<file path="config.mk">
export PLATFORM = sky130hd
export DESIGN_NAME = i2c_master_bit_sequencer_flat
export DESIGN_NICKNAME = d
export VERILOG_FILES = /design/src/hdl/i2cms_pkg.sv /design/src/hdl/i2cms_if.sv /design/src/hdl/i2cms_step.sv /design/src/hdl/i2c_master_bit_sequencer.sv /design/src/flat_wrapper.sv
export SDC_FILE = /design/constraint.sdc
export NUM_CORES = 1
export LEC_CHECK = 0
export BUFFER_PORTS_ARGS = -buffer_cell sky130_fd_sc_hd__buf_2
export CAP_MARGIN = 5
export CELL_PAD_IN_SITES_DETAIL_PLACEMENT = 1
export CELL_PAD_IN_SITES_GLOBAL_PLACEMENT = 1
export CORE_UTILIZATION = 40
export CTS_CLUSTER_SIZE = 20
export DETAILED_ROUTE_END_ITERATION = 8
export PLACE_DENSITY = 0.86
export SLEW_MARGIN = 20
export SYNTH_ARGS = -nofsm -noshare
export SYNTH_HDL_FRONTEND = slang
export SYNTH_SLANG_ARGS = --single-unit
</file>
<file path="constraint.sdc">
create_clock -name clk_i -period 3.8 [get_ports clk_i]
set_clock_uncertainty 0.05 [all_clocks]
set_input_delay 0.19 -clock clk_i [delete_from_list [all_inputs] [get_ports clk_i]]
set_output_delay 0.19 -clock clk_i [all_outputs]
set_load 0.01 [all_outputs]
</file>
<file path="src/hdl/i2cms_pkg.sv">
package i2cms_pkg;

  // command and tick codes of one request
  typedef enum logic [2:0] {
    OP_TICK  = 3'd0,
    OP_START = 3'd1,
    OP_STOP  = 3'd2,
    OP_WRITE = 3'd3,
    OP_READ  = 3'd4,
    OP_SACK  = 3'd5,
    OP_RACK  = 3'd6
  } opcode_e;

  localparam int unsigned PhaseW = 5;
  localparam int unsigned TickW  = 16;

  // one input request as held in the input register
  typedef struct packed {
    logic [2:0] opcode;
    logic [7:0] data_byte;
    logic       ack_bit;
    logic       sda_in;
  } item_t;

  // sequencer state
  typedef struct packed {
    logic              scl;
    logic              sda;
    logic [2:0]        cmd;
    logic [PhaseW-1:0] phase;
    logic [TickW-1:0]  ticks;
    logic [7:0]        shift;
    logic              ack;
    logic [7:0]        read_hold;
    logic              sack_level;
  } state_t;

  // one result request
  typedef struct packed {
    logic       scl_level;
    logic       sda_level;
    logic       busy_res;
    logic       done_res;
    logic [7:0] read_data;
    logic       ack_seen;
    logic       rejected;
  } result_t;

endpackage

</file>
<file path="src/hdl/i2cms_if.sv">
// input request channel
interface i2cms_in_if;
  logic       valid;
  logic       ready;
  logic [2:0] opcode;
  logic [7:0] data_byte;
  logic       ack_bit;
  logic       sda_in;

  modport source(output valid, output opcode, output data_byte, output ack_bit,
                 output sda_in, input ready);
  modport sink(input valid, input opcode, input data_byte, input ack_bit,
               input sda_in, output ready);
endinterface

// result request channel
interface i2cms_out_if;
  logic       valid;
  logic       ready;
  logic       scl_level;
  logic       sda_level;
  logic       busy_res;
  logic       done_res;
  logic [7:0] read_data;
  logic       ack_seen;
  logic       rejected;

  modport source(output valid, output scl_level, output sda_level, output busy_res,
                 output done_res, output read_data, output ack_seen,
                 output rejected, input ready);
  modport sink(input valid, input scl_level, input sda_level, input busy_res,
               input done_res, input read_data, input ack_seen, input rejected,
               output ready);
endinterface

// phase length write channel
interface i2cms_cfg_if;
  logic        valid;
  logic        ready;
  logic [15:0] data;

  modport source(output valid, output data, input ready);
  modport sink(input valid, input data, output ready);
endinterface

</file>
<file path="src/hdl/i2cms_step.sv">
module i2cms_step (
  input  i2cms_pkg::state_t  state_i,
  input  i2cms_pkg::item_t   item_i,
  input  logic [15:0]        phase_ticks_i,
  output i2cms_pkg::state_t  state_o,
  output i2cms_pkg::result_t res_o
);
  import i2cms_pkg::*;

  // number of phases in each command sequence
  function automatic logic [PhaseW-1:0] seq_len(input logic [2:0] cmd);
    logic [PhaseW-1:0] len;
    case (opcode_e'(cmd))
      OP_START: len = PhaseW'(4);
      OP_STOP:  len = PhaseW'(3);
      OP_WRITE: len = PhaseW'(24);
      OP_READ:  len = PhaseW'(17);
      OP_SACK:  len = PhaseW'(3);
      OP_RACK:  len = PhaseW'(3);
      default:  len = '0;
    endcase
    return len;
  endfunction

  // line levels for phase idx of cmd, returned as {scl, sda}
  function automatic logic [1:0] drive(input logic [2:0] cmd, input logic [PhaseW-1:0] idx,
                                       input logic [7:0] shift, input logic sack,
                                       input logic scl, input logic sda);
    logic             scl_n;
    logic             sda_n;
    logic [2:0]       bsel;
    logic [PhaseW-1:0] sub;
    scl_n = scl;
    sda_n = sda;
    // bit number and step within a write bit, idx split by three
    bsel = '0;
    for (int i = 1; i < 8; i++) begin
      if (idx >= PhaseW'(3 * i)) bsel = 3'(i);
    end
    sub = idx - {1'b0, bsel, 1'b0} - {2'b00, bsel};
    case (opcode_e'(cmd))
      OP_START: begin
        if (idx == PhaseW'(0)) sda_n = 1'b1;
        else if (idx == PhaseW'(1)) scl_n = 1'b1;
        else if (idx == PhaseW'(2)) sda_n = 1'b0;
        else scl_n = 1'b0;
      end
      OP_STOP: begin
        if (idx == PhaseW'(0)) sda_n = 1'b0;
        else if (idx == PhaseW'(1)) scl_n = 1'b1;
        else sda_n = 1'b1;
      end
      OP_WRITE: begin
        if (sub == PhaseW'(0)) sda_n = shift[3'd7 - bsel];
        else if (sub == PhaseW'(1)) scl_n = 1'b1;
        else scl_n = 1'b0;
      end
      OP_READ: begin
        if (idx == PhaseW'(0)) sda_n = 1'b1;
        else if (idx[0]) scl_n = 1'b1;
        else scl_n = 1'b0;
      end
      OP_SACK: begin
        if (idx == PhaseW'(0)) sda_n = sack;
        else if (idx == PhaseW'(1)) scl_n = 1'b1;
        else scl_n = 1'b0;
      end
      OP_RACK: begin
        if (idx == PhaseW'(0)) sda_n = 1'b1;
        else if (idx == PhaseW'(1)) scl_n = 1'b1;
        else scl_n = 1'b0;
      end
      default: ;
    endcase
    return {scl_n, sda_n};
  endfunction

  logic [TickW-1:0]  limit;
  logic [TickW-1:0]  ticks_inc;
  logic [PhaseW-1:0] phase_inc;
  logic              done;
  logic              rej;
  state_t            nxt;

  assign limit     = (phase_ticks_i == '0) ? TickW'(1) : phase_ticks_i;
  assign ticks_inc = state_i.ticks + TickW'(1);
  assign phase_inc = state_i.phase + PhaseW'(1);

  // next state for one request
  always_comb begin
    nxt  = state_i;
    done = 1'b0;
    rej  = 1'b0;
    case (item_i.opcode) inside
      OP_TICK: begin
        if (state_i.cmd != '0) begin
          nxt.ticks = ticks_inc;
          if (ticks_inc >= limit) begin
            // sample at the end of an scl-high phase
            if (opcode_e'(state_i.cmd) == OP_READ && state_i.phase[0]) begin
              nxt.shift = {state_i.shift[6:0], item_i.sda_in};
            end else if (opcode_e'(state_i.cmd) == OP_RACK &&
                         state_i.phase == PhaseW'(1)) begin
              nxt.ack = item_i.sda_in;
            end
            nxt.ticks = '0;
            if (phase_inc >= seq_len(state_i.cmd)) begin
              if (opcode_e'(state_i.cmd) == OP_READ) nxt.read_hold = nxt.shift;
              nxt.cmd   = '0;
              nxt.phase = '0;
              done      = 1'b1;
            end else begin
              nxt.phase = phase_inc;
              {nxt.scl, nxt.sda} = drive(state_i.cmd, phase_inc, nxt.shift,
                                         state_i.sack_level, state_i.scl, state_i.sda);
            end
          end
        end
      end
      [OP_START:OP_RACK]: begin
        if (state_i.cmd != '0) begin
          rej = 1'b1;
        end else begin
          nxt.cmd   = item_i.opcode;
          nxt.phase = '0;
          nxt.ticks = '0;
          if (opcode_e'(item_i.opcode) == OP_WRITE) nxt.shift = item_i.data_byte;
          else if (opcode_e'(item_i.opcode) == OP_READ) nxt.shift = '0;
          if (opcode_e'(item_i.opcode) == OP_SACK) nxt.sack_level = item_i.ack_bit;
          {nxt.scl, nxt.sda} = drive(item_i.opcode, '0, nxt.shift, nxt.sack_level,
                                     state_i.scl, state_i.sda);
        end
      end
      default: ;
    endcase
  end

  assign state_o = nxt;

  // result fields
  always_comb begin
    res_o.scl_level = nxt.scl;
    res_o.sda_level = nxt.sda;
    res_o.busy_res  = (nxt.cmd != '0);
    res_o.done_res  = done;
    res_o.read_data = nxt.read_hold;
    res_o.ack_seen  = nxt.ack;
    res_o.rejected  = rej;
  end

endmodule

</file>
<file path="src/hdl/i2c_master_bit_sequencer.sv">
// I2C master bit sequencer: one result per request, ticks and commands alike.
// Path: a request is captured in the input register; as it leaves that register,
// the state update and the result register load together and result valid is set.
// Throughput: one request per cycle while the result channel is not stalled.
// Reset: asynchronous active low; lines released, idle, phase length 1.
module i2c_master_bit_sequencer (
  input  logic        clk_i,
  input  logic        rst_ni,
  i2cms_in_if.sink    in_i,
  i2cms_cfg_if.sink   cfg_i,
  i2cms_out_if.source out_o
);
  import i2cms_pkg::*;

  logic        in_valid_q;
  item_t       in_item_q;
  logic        out_valid_q;
  result_t     res_q;
  result_t     res_d;
  state_t      state_q;
  state_t      state_d;
  logic [15:0] phase_ticks_q;
  logic        advance;
  logic        in_accept;

  assign advance    = !out_valid_q || out_o.ready;
  assign in_i.ready = !in_valid_q || advance;
  assign in_accept  = in_i.valid && in_i.ready;
  assign cfg_i.ready = 1'b1;

  // phase length register
  always_ff @(posedge clk_i or negedge rst_ni) begin
    if (!rst_ni) begin
      phase_ticks_q <= 16'd1;
    end else if (cfg_i.valid) begin
      phase_ticks_q <= cfg_i.data;
    end
  end

  // input register
  always_ff @(posedge clk_i or negedge rst_ni) begin
    if (!rst_ni) begin
      in_valid_q <= 1'b0;
    end else if (in_accept) begin
      in_valid_q <= 1'b1;
    end else if (advance) begin
      in_valid_q <= 1'b0;
    end
  end

  always_ff @(posedge clk_i) begin
    if (in_accept) begin
      in_item_q <= '{opcode: in_i.opcode, data_byte: in_i.data_byte,
                     ack_bit: in_i.ack_bit, sda_in: in_i.sda_in};
    end
  end

  i2cms_step u_step (
    .state_i      (state_q),
    .item_i       (in_item_q),
    .phase_ticks_i(phase_ticks_q),
    .state_o      (state_d),
    .res_o        (res_d)
  );

  // sequencer state, updated as each request leaves the input register
  always_ff @(posedge clk_i or negedge rst_ni) begin
    if (!rst_ni) begin
      state_q <= '{scl: 1'b1, sda: 1'b1, default: '0};
    end else if (in_valid_q && advance) begin
      state_q <= state_d;
    end
  end

  // result register
  always_ff @(posedge clk_i or negedge rst_ni) begin
    if (!rst_ni) begin
      out_valid_q <= 1'b0;
    end else if (in_valid_q && advance) begin
      out_valid_q <= 1'b1;
    end else if (out_o.ready) begin
      out_valid_q <= 1'b0;
    end
  end

  always_ff @(posedge clk_i) begin
    if (in_valid_q && advance) begin
      res_q <= res_d;
    end
  end

  assign out_o.valid     = out_valid_q;
  assign out_o.scl_level = res_q.scl_level;
  assign out_o.sda_level = res_q.sda_level;
  assign out_o.busy_res  = res_q.busy_res;
  assign out_o.done_res  = res_q.done_res;
  assign out_o.read_data = res_q.read_data;
  assign out_o.ack_seen  = res_q.ack_seen;
  assign out_o.rejected  = res_q.rejected;

endmodule
</file>
<file path="src/flat_wrapper.sv">
// flat-port wrapper written by rule: the top's interface ports become plain ports
module i2c_master_bit_sequencer_flat import i2cms_pkg::*;
  (clk_i, rst_ni, in_i_valid, in_i_opcode, in_i_data_byte, in_i_ack_bit, in_i_sda_in, in_i_ready, cfg_i_valid, cfg_i_data, cfg_i_ready, out_o_valid, out_o_scl_level, out_o_sda_level, out_o_busy_res, out_o_done_res, out_o_read_data, out_o_ack_seen, out_o_rejected, out_o_ready);
  i2cms_in_if in_i_i ();
  i2cms_cfg_if cfg_i_i ();
  i2cms_out_if out_o_i ();
  input  logic clk_i;
  input  logic rst_ni;
  input wire logic [$bits(in_i_i.valid)-1:0] in_i_valid;
  input wire logic [$bits(in_i_i.opcode)-1:0] in_i_opcode;
  input wire logic [$bits(in_i_i.data_byte)-1:0] in_i_data_byte;
  input wire logic [$bits(in_i_i.ack_bit)-1:0] in_i_ack_bit;
  input wire logic [$bits(in_i_i.sda_in)-1:0] in_i_sda_in;
  output wire logic [$bits(in_i_i.ready)-1:0] in_i_ready;
  input wire logic [$bits(cfg_i_i.valid)-1:0] cfg_i_valid;
  input wire logic [$bits(cfg_i_i.data)-1:0] cfg_i_data;
  output wire logic [$bits(cfg_i_i.ready)-1:0] cfg_i_ready;
  output wire logic [$bits(out_o_i.valid)-1:0] out_o_valid;
  output wire logic [$bits(out_o_i.scl_level)-1:0] out_o_scl_level;
  output wire logic [$bits(out_o_i.sda_level)-1:0] out_o_sda_level;
  output wire logic [$bits(out_o_i.busy_res)-1:0] out_o_busy_res;
  output wire logic [$bits(out_o_i.done_res)-1:0] out_o_done_res;
  output wire logic [$bits(out_o_i.read_data)-1:0] out_o_read_data;
  output wire logic [$bits(out_o_i.ack_seen)-1:0] out_o_ack_seen;
  output wire logic [$bits(out_o_i.rejected)-1:0] out_o_rejected;
  input wire logic [$bits(out_o_i.ready)-1:0] out_o_ready;
  assign in_i_i.valid = in_i_valid;
  assign in_i_i.opcode = in_i_opcode;
  assign in_i_i.data_byte = in_i_data_byte;
  assign in_i_i.ack_bit = in_i_ack_bit;
  assign in_i_i.sda_in = in_i_sda_in;
  assign in_i_ready = in_i_i.ready;
  assign cfg_i_i.valid = cfg_i_valid;
  assign cfg_i_i.data = cfg_i_data;
  assign cfg_i_ready = cfg_i_i.ready;
  assign out_o_valid = out_o_i.valid;
  assign out_o_scl_level = out_o_i.scl_level;
  assign out_o_sda_level = out_o_i.sda_level;
  assign out_o_busy_res = out_o_i.busy_res;
  assign out_o_done_res = out_o_i.done_res;
  assign out_o_read_data = out_o_i.read_data;
  assign out_o_ack_seen = out_o_i.ack_seen;
  assign out_o_rejected = out_o_i.rejected;
  assign out_o_i.ready = out_o_ready;
  i2c_master_bit_sequencer u_core (.clk_i(clk_i), .rst_ni(rst_ni), .in_i(in_i_i), .cfg_i(cfg_i_i), .out_o(out_o_i));
endmodule
</file>
==> results.toml <==
[status]
status = "finished, violations left"
violations = "setup timing"

[route]
wirelength_um = 17400
first_iter_violations = 275
num_vias = 4973
dr.pass1.iters = 5
wl_per_cell_um = 20.3
ant_nets = 0
drc = 0
viasPerCell = 5.82

[logic_synthesis]
seq_area_frac_synth_pct = 43.4
syn-instance-count = 576
async_flop_share_pct = 69.7
synth_edf_count = 27
syn_area_per_cell_um2 = 9.46
syn_nets = 645
yosysTopAreaCell = "dfrtp_1"
synth_area_leaders = "dfrtp_1, edfxtp_1, ha_1, o21ai_0, nand2_1"
yosysTopAreaCellShare_pct = 27.1
yosys_warnings = 0
syn-cell-area_um2 = 5450
synth_cell_type_count = 68
ys_ff_latch = 89
ys.flop_type = "dfrtp_1"

[place]
gp_congestion = 0.894
io_buffers = 49
dp_hpwl_um = 11300
dpl_cell_area_um2 = 6090

[clocking]
clockBufferDepth = 2
insertion_delay_ns = 0.35
cts-buffers-inserted = 9
cts.sinks = 89
clkTransAtPathRegs_ns = 0.06
cts_tree = "yes"
cts_root_buffer = "clkbuf_16"
cts-htree-levels = 3

[timing]
whs_ns = 0.0119
worst_pin_slew_ns = 0.853
finalMaxSlewViolations = 0
finalCritPeriodShare_pct = 114
fin_crit_ns = 4.33
hold_violations = 0
relSlewSlack_pct = 43.0
fin_ws_ns = -0.529
rsz0062_at_grt = "true"
clock.fmax_mhz = 231
finalSetupViolCount = 6

[layout]
multi_input_area_um2 = 3120
antennaDiodeCount = 0
fin_nets = 742
drive_above_1_share_pct = 26.4
stdcell_area_um2 = 6900
synthToLayoutAreaGrowth_pct = 26.7
regArea_um2 = 2370
fillers = 1494

[die]
dieArea_um2 = 14100
ioPinCount = 51
die_h_um = 119
core_um2 = 13200
die_width_um = 119
initial_core_util_pct = 41.1
num_rows = 42

[grt]
antenna_found_initial = 0
grt_pass1_vias = 5247
grt_pass1_wl_um = 26400
overflow = 0
track_usage_pct = 24.1
grt_max_degree = 43

[critical_path]
cp.required_ns = 3.93
cp_max_fo = 8
worst_setup_path_end_kind = "flip-flop"
cp.arrival_ns = 4.46
crit_type = "flip-flop to flip-flop"
cp-start-kind = "flip-flop"

[power_and_ir_drop]
power_density_nw_per_um2 = 320
peakVddDrop_uv = 218
leakage_nw = 3.04

[flow_run]
drv_cap = 0

[min_path]
hold_path.class = "input port to flip-flop"
## worst paths after layout
| kind | from | endpoint | slack [ns] | cells past startpoint |
|---|---|---|---|---|
| setup / recovery | u_core.state_q[35] | u_core.out_o.sda_level | -0.53 | 18 |
| hold / removal | cfg_i_data[12] | u_core.phase_ticks_q[12] | 0.01 | 3 |
| setup reg to reg | u_core.state_q[35] | u_core.out_o.sda_level | -0.53 | 18 |
| hold reg to reg | u_core.state_q[9] | u_core.state_q[9] | 0.46 | 1 |
| max in group asynchronous | rst_ni | u_core.phase_ticks_q[0] | 2.63 | 3 |
| min in group asynchronous | rst_ni | u_core.state_q[39] | 0.33 | 2 |
## routing by layer
metal / track usage, % / part of all wire [%]
met5: 0 / 0
met3: 4.58 / 4.5
met2: 44.6 / 53
met4: 9.81 / 4.0
met1: 26.8 / 38
## cells by family after synthesis
group           Yosys count  share of synthesized area (%)
buf+inv                  65                           4.71
xor+xnor                 20                           3.61
fa+ha+maj                35                           8.32
compound gates          162                           19.4
other cells               1                         0.0689
flops                    89                           43.4
mux                      23                           4.48
simple gates            181                           16.0
## report_power, final
| part | internal, W | total (W) | switching, W | leakage [nW] |
|---|---|---|---|---|
| Sequential | 0.00105 | 0.00110 | 0.0000531 | 1.06 |
| Clock | 0.000442 | 0.000818 | 0.000375 | 0.133 |
| Combinational | 0.000117 | 0.000288 | 0.000171 | 1.84 |
| Total | 0.00161 | 0.00221 | 0.000600 | 3.04 |
## critical path, cell delays in order, from the launching register on
cell,delay [ns]
dfrtp_1,0.40
buf_6,0.13
ha_4,0.19
xor2_4,0.19
mux2i_2,0.26
nor2_1,0.09
a32oi_1,0.20
o21ai_2,0.11
inv_2,0.09
ha_4,0.21
fa_2,0.40
nand2b_4,0.18
a21oi_4,0.17
xnor3_2,0.32
nor4_4,0.41
o2111ai_2,0.22
mux2i_2,0.27
nor2b_1,0.09
a22oi_1,0.18
## synth_stat cells (6+ instances only)
cell and n:
mux2i_1 12, nor2b_1 7, a21oi_1 35, o21ai_0 51, a21o_1 9, mux2_2 11
ha_1 33, xnor2_1 8, and2_1 6, clkbuf_1 19, nor3_1 8, xor2_1 10
dfrtp_1 59, nand2b_1 9, nand2_1 55, edfxtp_1 27, nand3_1 18, nor2_1 50
a32o_1 10, o31ai_1 13, buf_2 6, inv_1 37
## registers in the layout, summed over array words and instances (netlist names)
name / cells
u_core.in_item_q: 13
u_core.in_valid_q: 1
u_core.out_o.ack_seen: 1
u_core.out_o.busy_res: 1
u_core.out_o.done_res: 1
u_core.out_o.read_data: 8
u_core.out_o.rejected: 1
u_core.out_o.scl_level: 1
u_core.out_o.sda_level: 1
u_core.out_o.valid: 1
u_core.phase_ticks_q: 16
u_core.state_q: 44
## cells in the final DEF (no fill, tap or decap), types with 8 or more instances in the layout
cell and count:
inv_1 34, o31ai_1 13, edfxtp_1 27, mux2_2 11
dfrtp_1 56, ha_1 27, nand2b_1 8, xor2_1 9
a21oi_1 28, clkbuf_16 9, nand3_1 16, a21o_1 9
a32o_1 10, dlygate4sd3_1 17, o21ai_0 47, nand2_1 55
mux2i_1 10, buf_4 45, nor2_1 46, buf_2 48
## metrics by stage
stage	utilization, %	setup TNS, ns	worst slack (ns)	instances	total power [W]
after floorplan	-	0	0.0294	576	0.00126
after global placement	46.0	0	0.0540	805	0.00135
after detailed placement	46.0	-0.781	-0.219	805	0.00138
after CTS	50.2	-0.0639	-0.0639	845	0.00221
after global routing	52.1	-2.52	-0.590	854	0.00229
final	52.1	-1.17	-0.529	854	0.00221
## layout make-up
type | count | share of cell area (%)
clock buffer | 11 | 3.37
clock inverter | 5 | 0.471
inverter | 38 | 2.07
multi-input combinational | 422 | 45.2
sequential | 89 | 34.3
tap | 176 | 3.19
timing repair buffer | 113 | 11.3
## what timing repair did
action	4_1_cts	5_1_grt
gates resized for setup	13	39
setup buffers	7	9
setup endpoints to repair	11	39
pin swaps	8	17
endpoints found under the hold margin	55	0
hold buffers	17	0
Note: power is estimated with default switching activity, not from simulation.
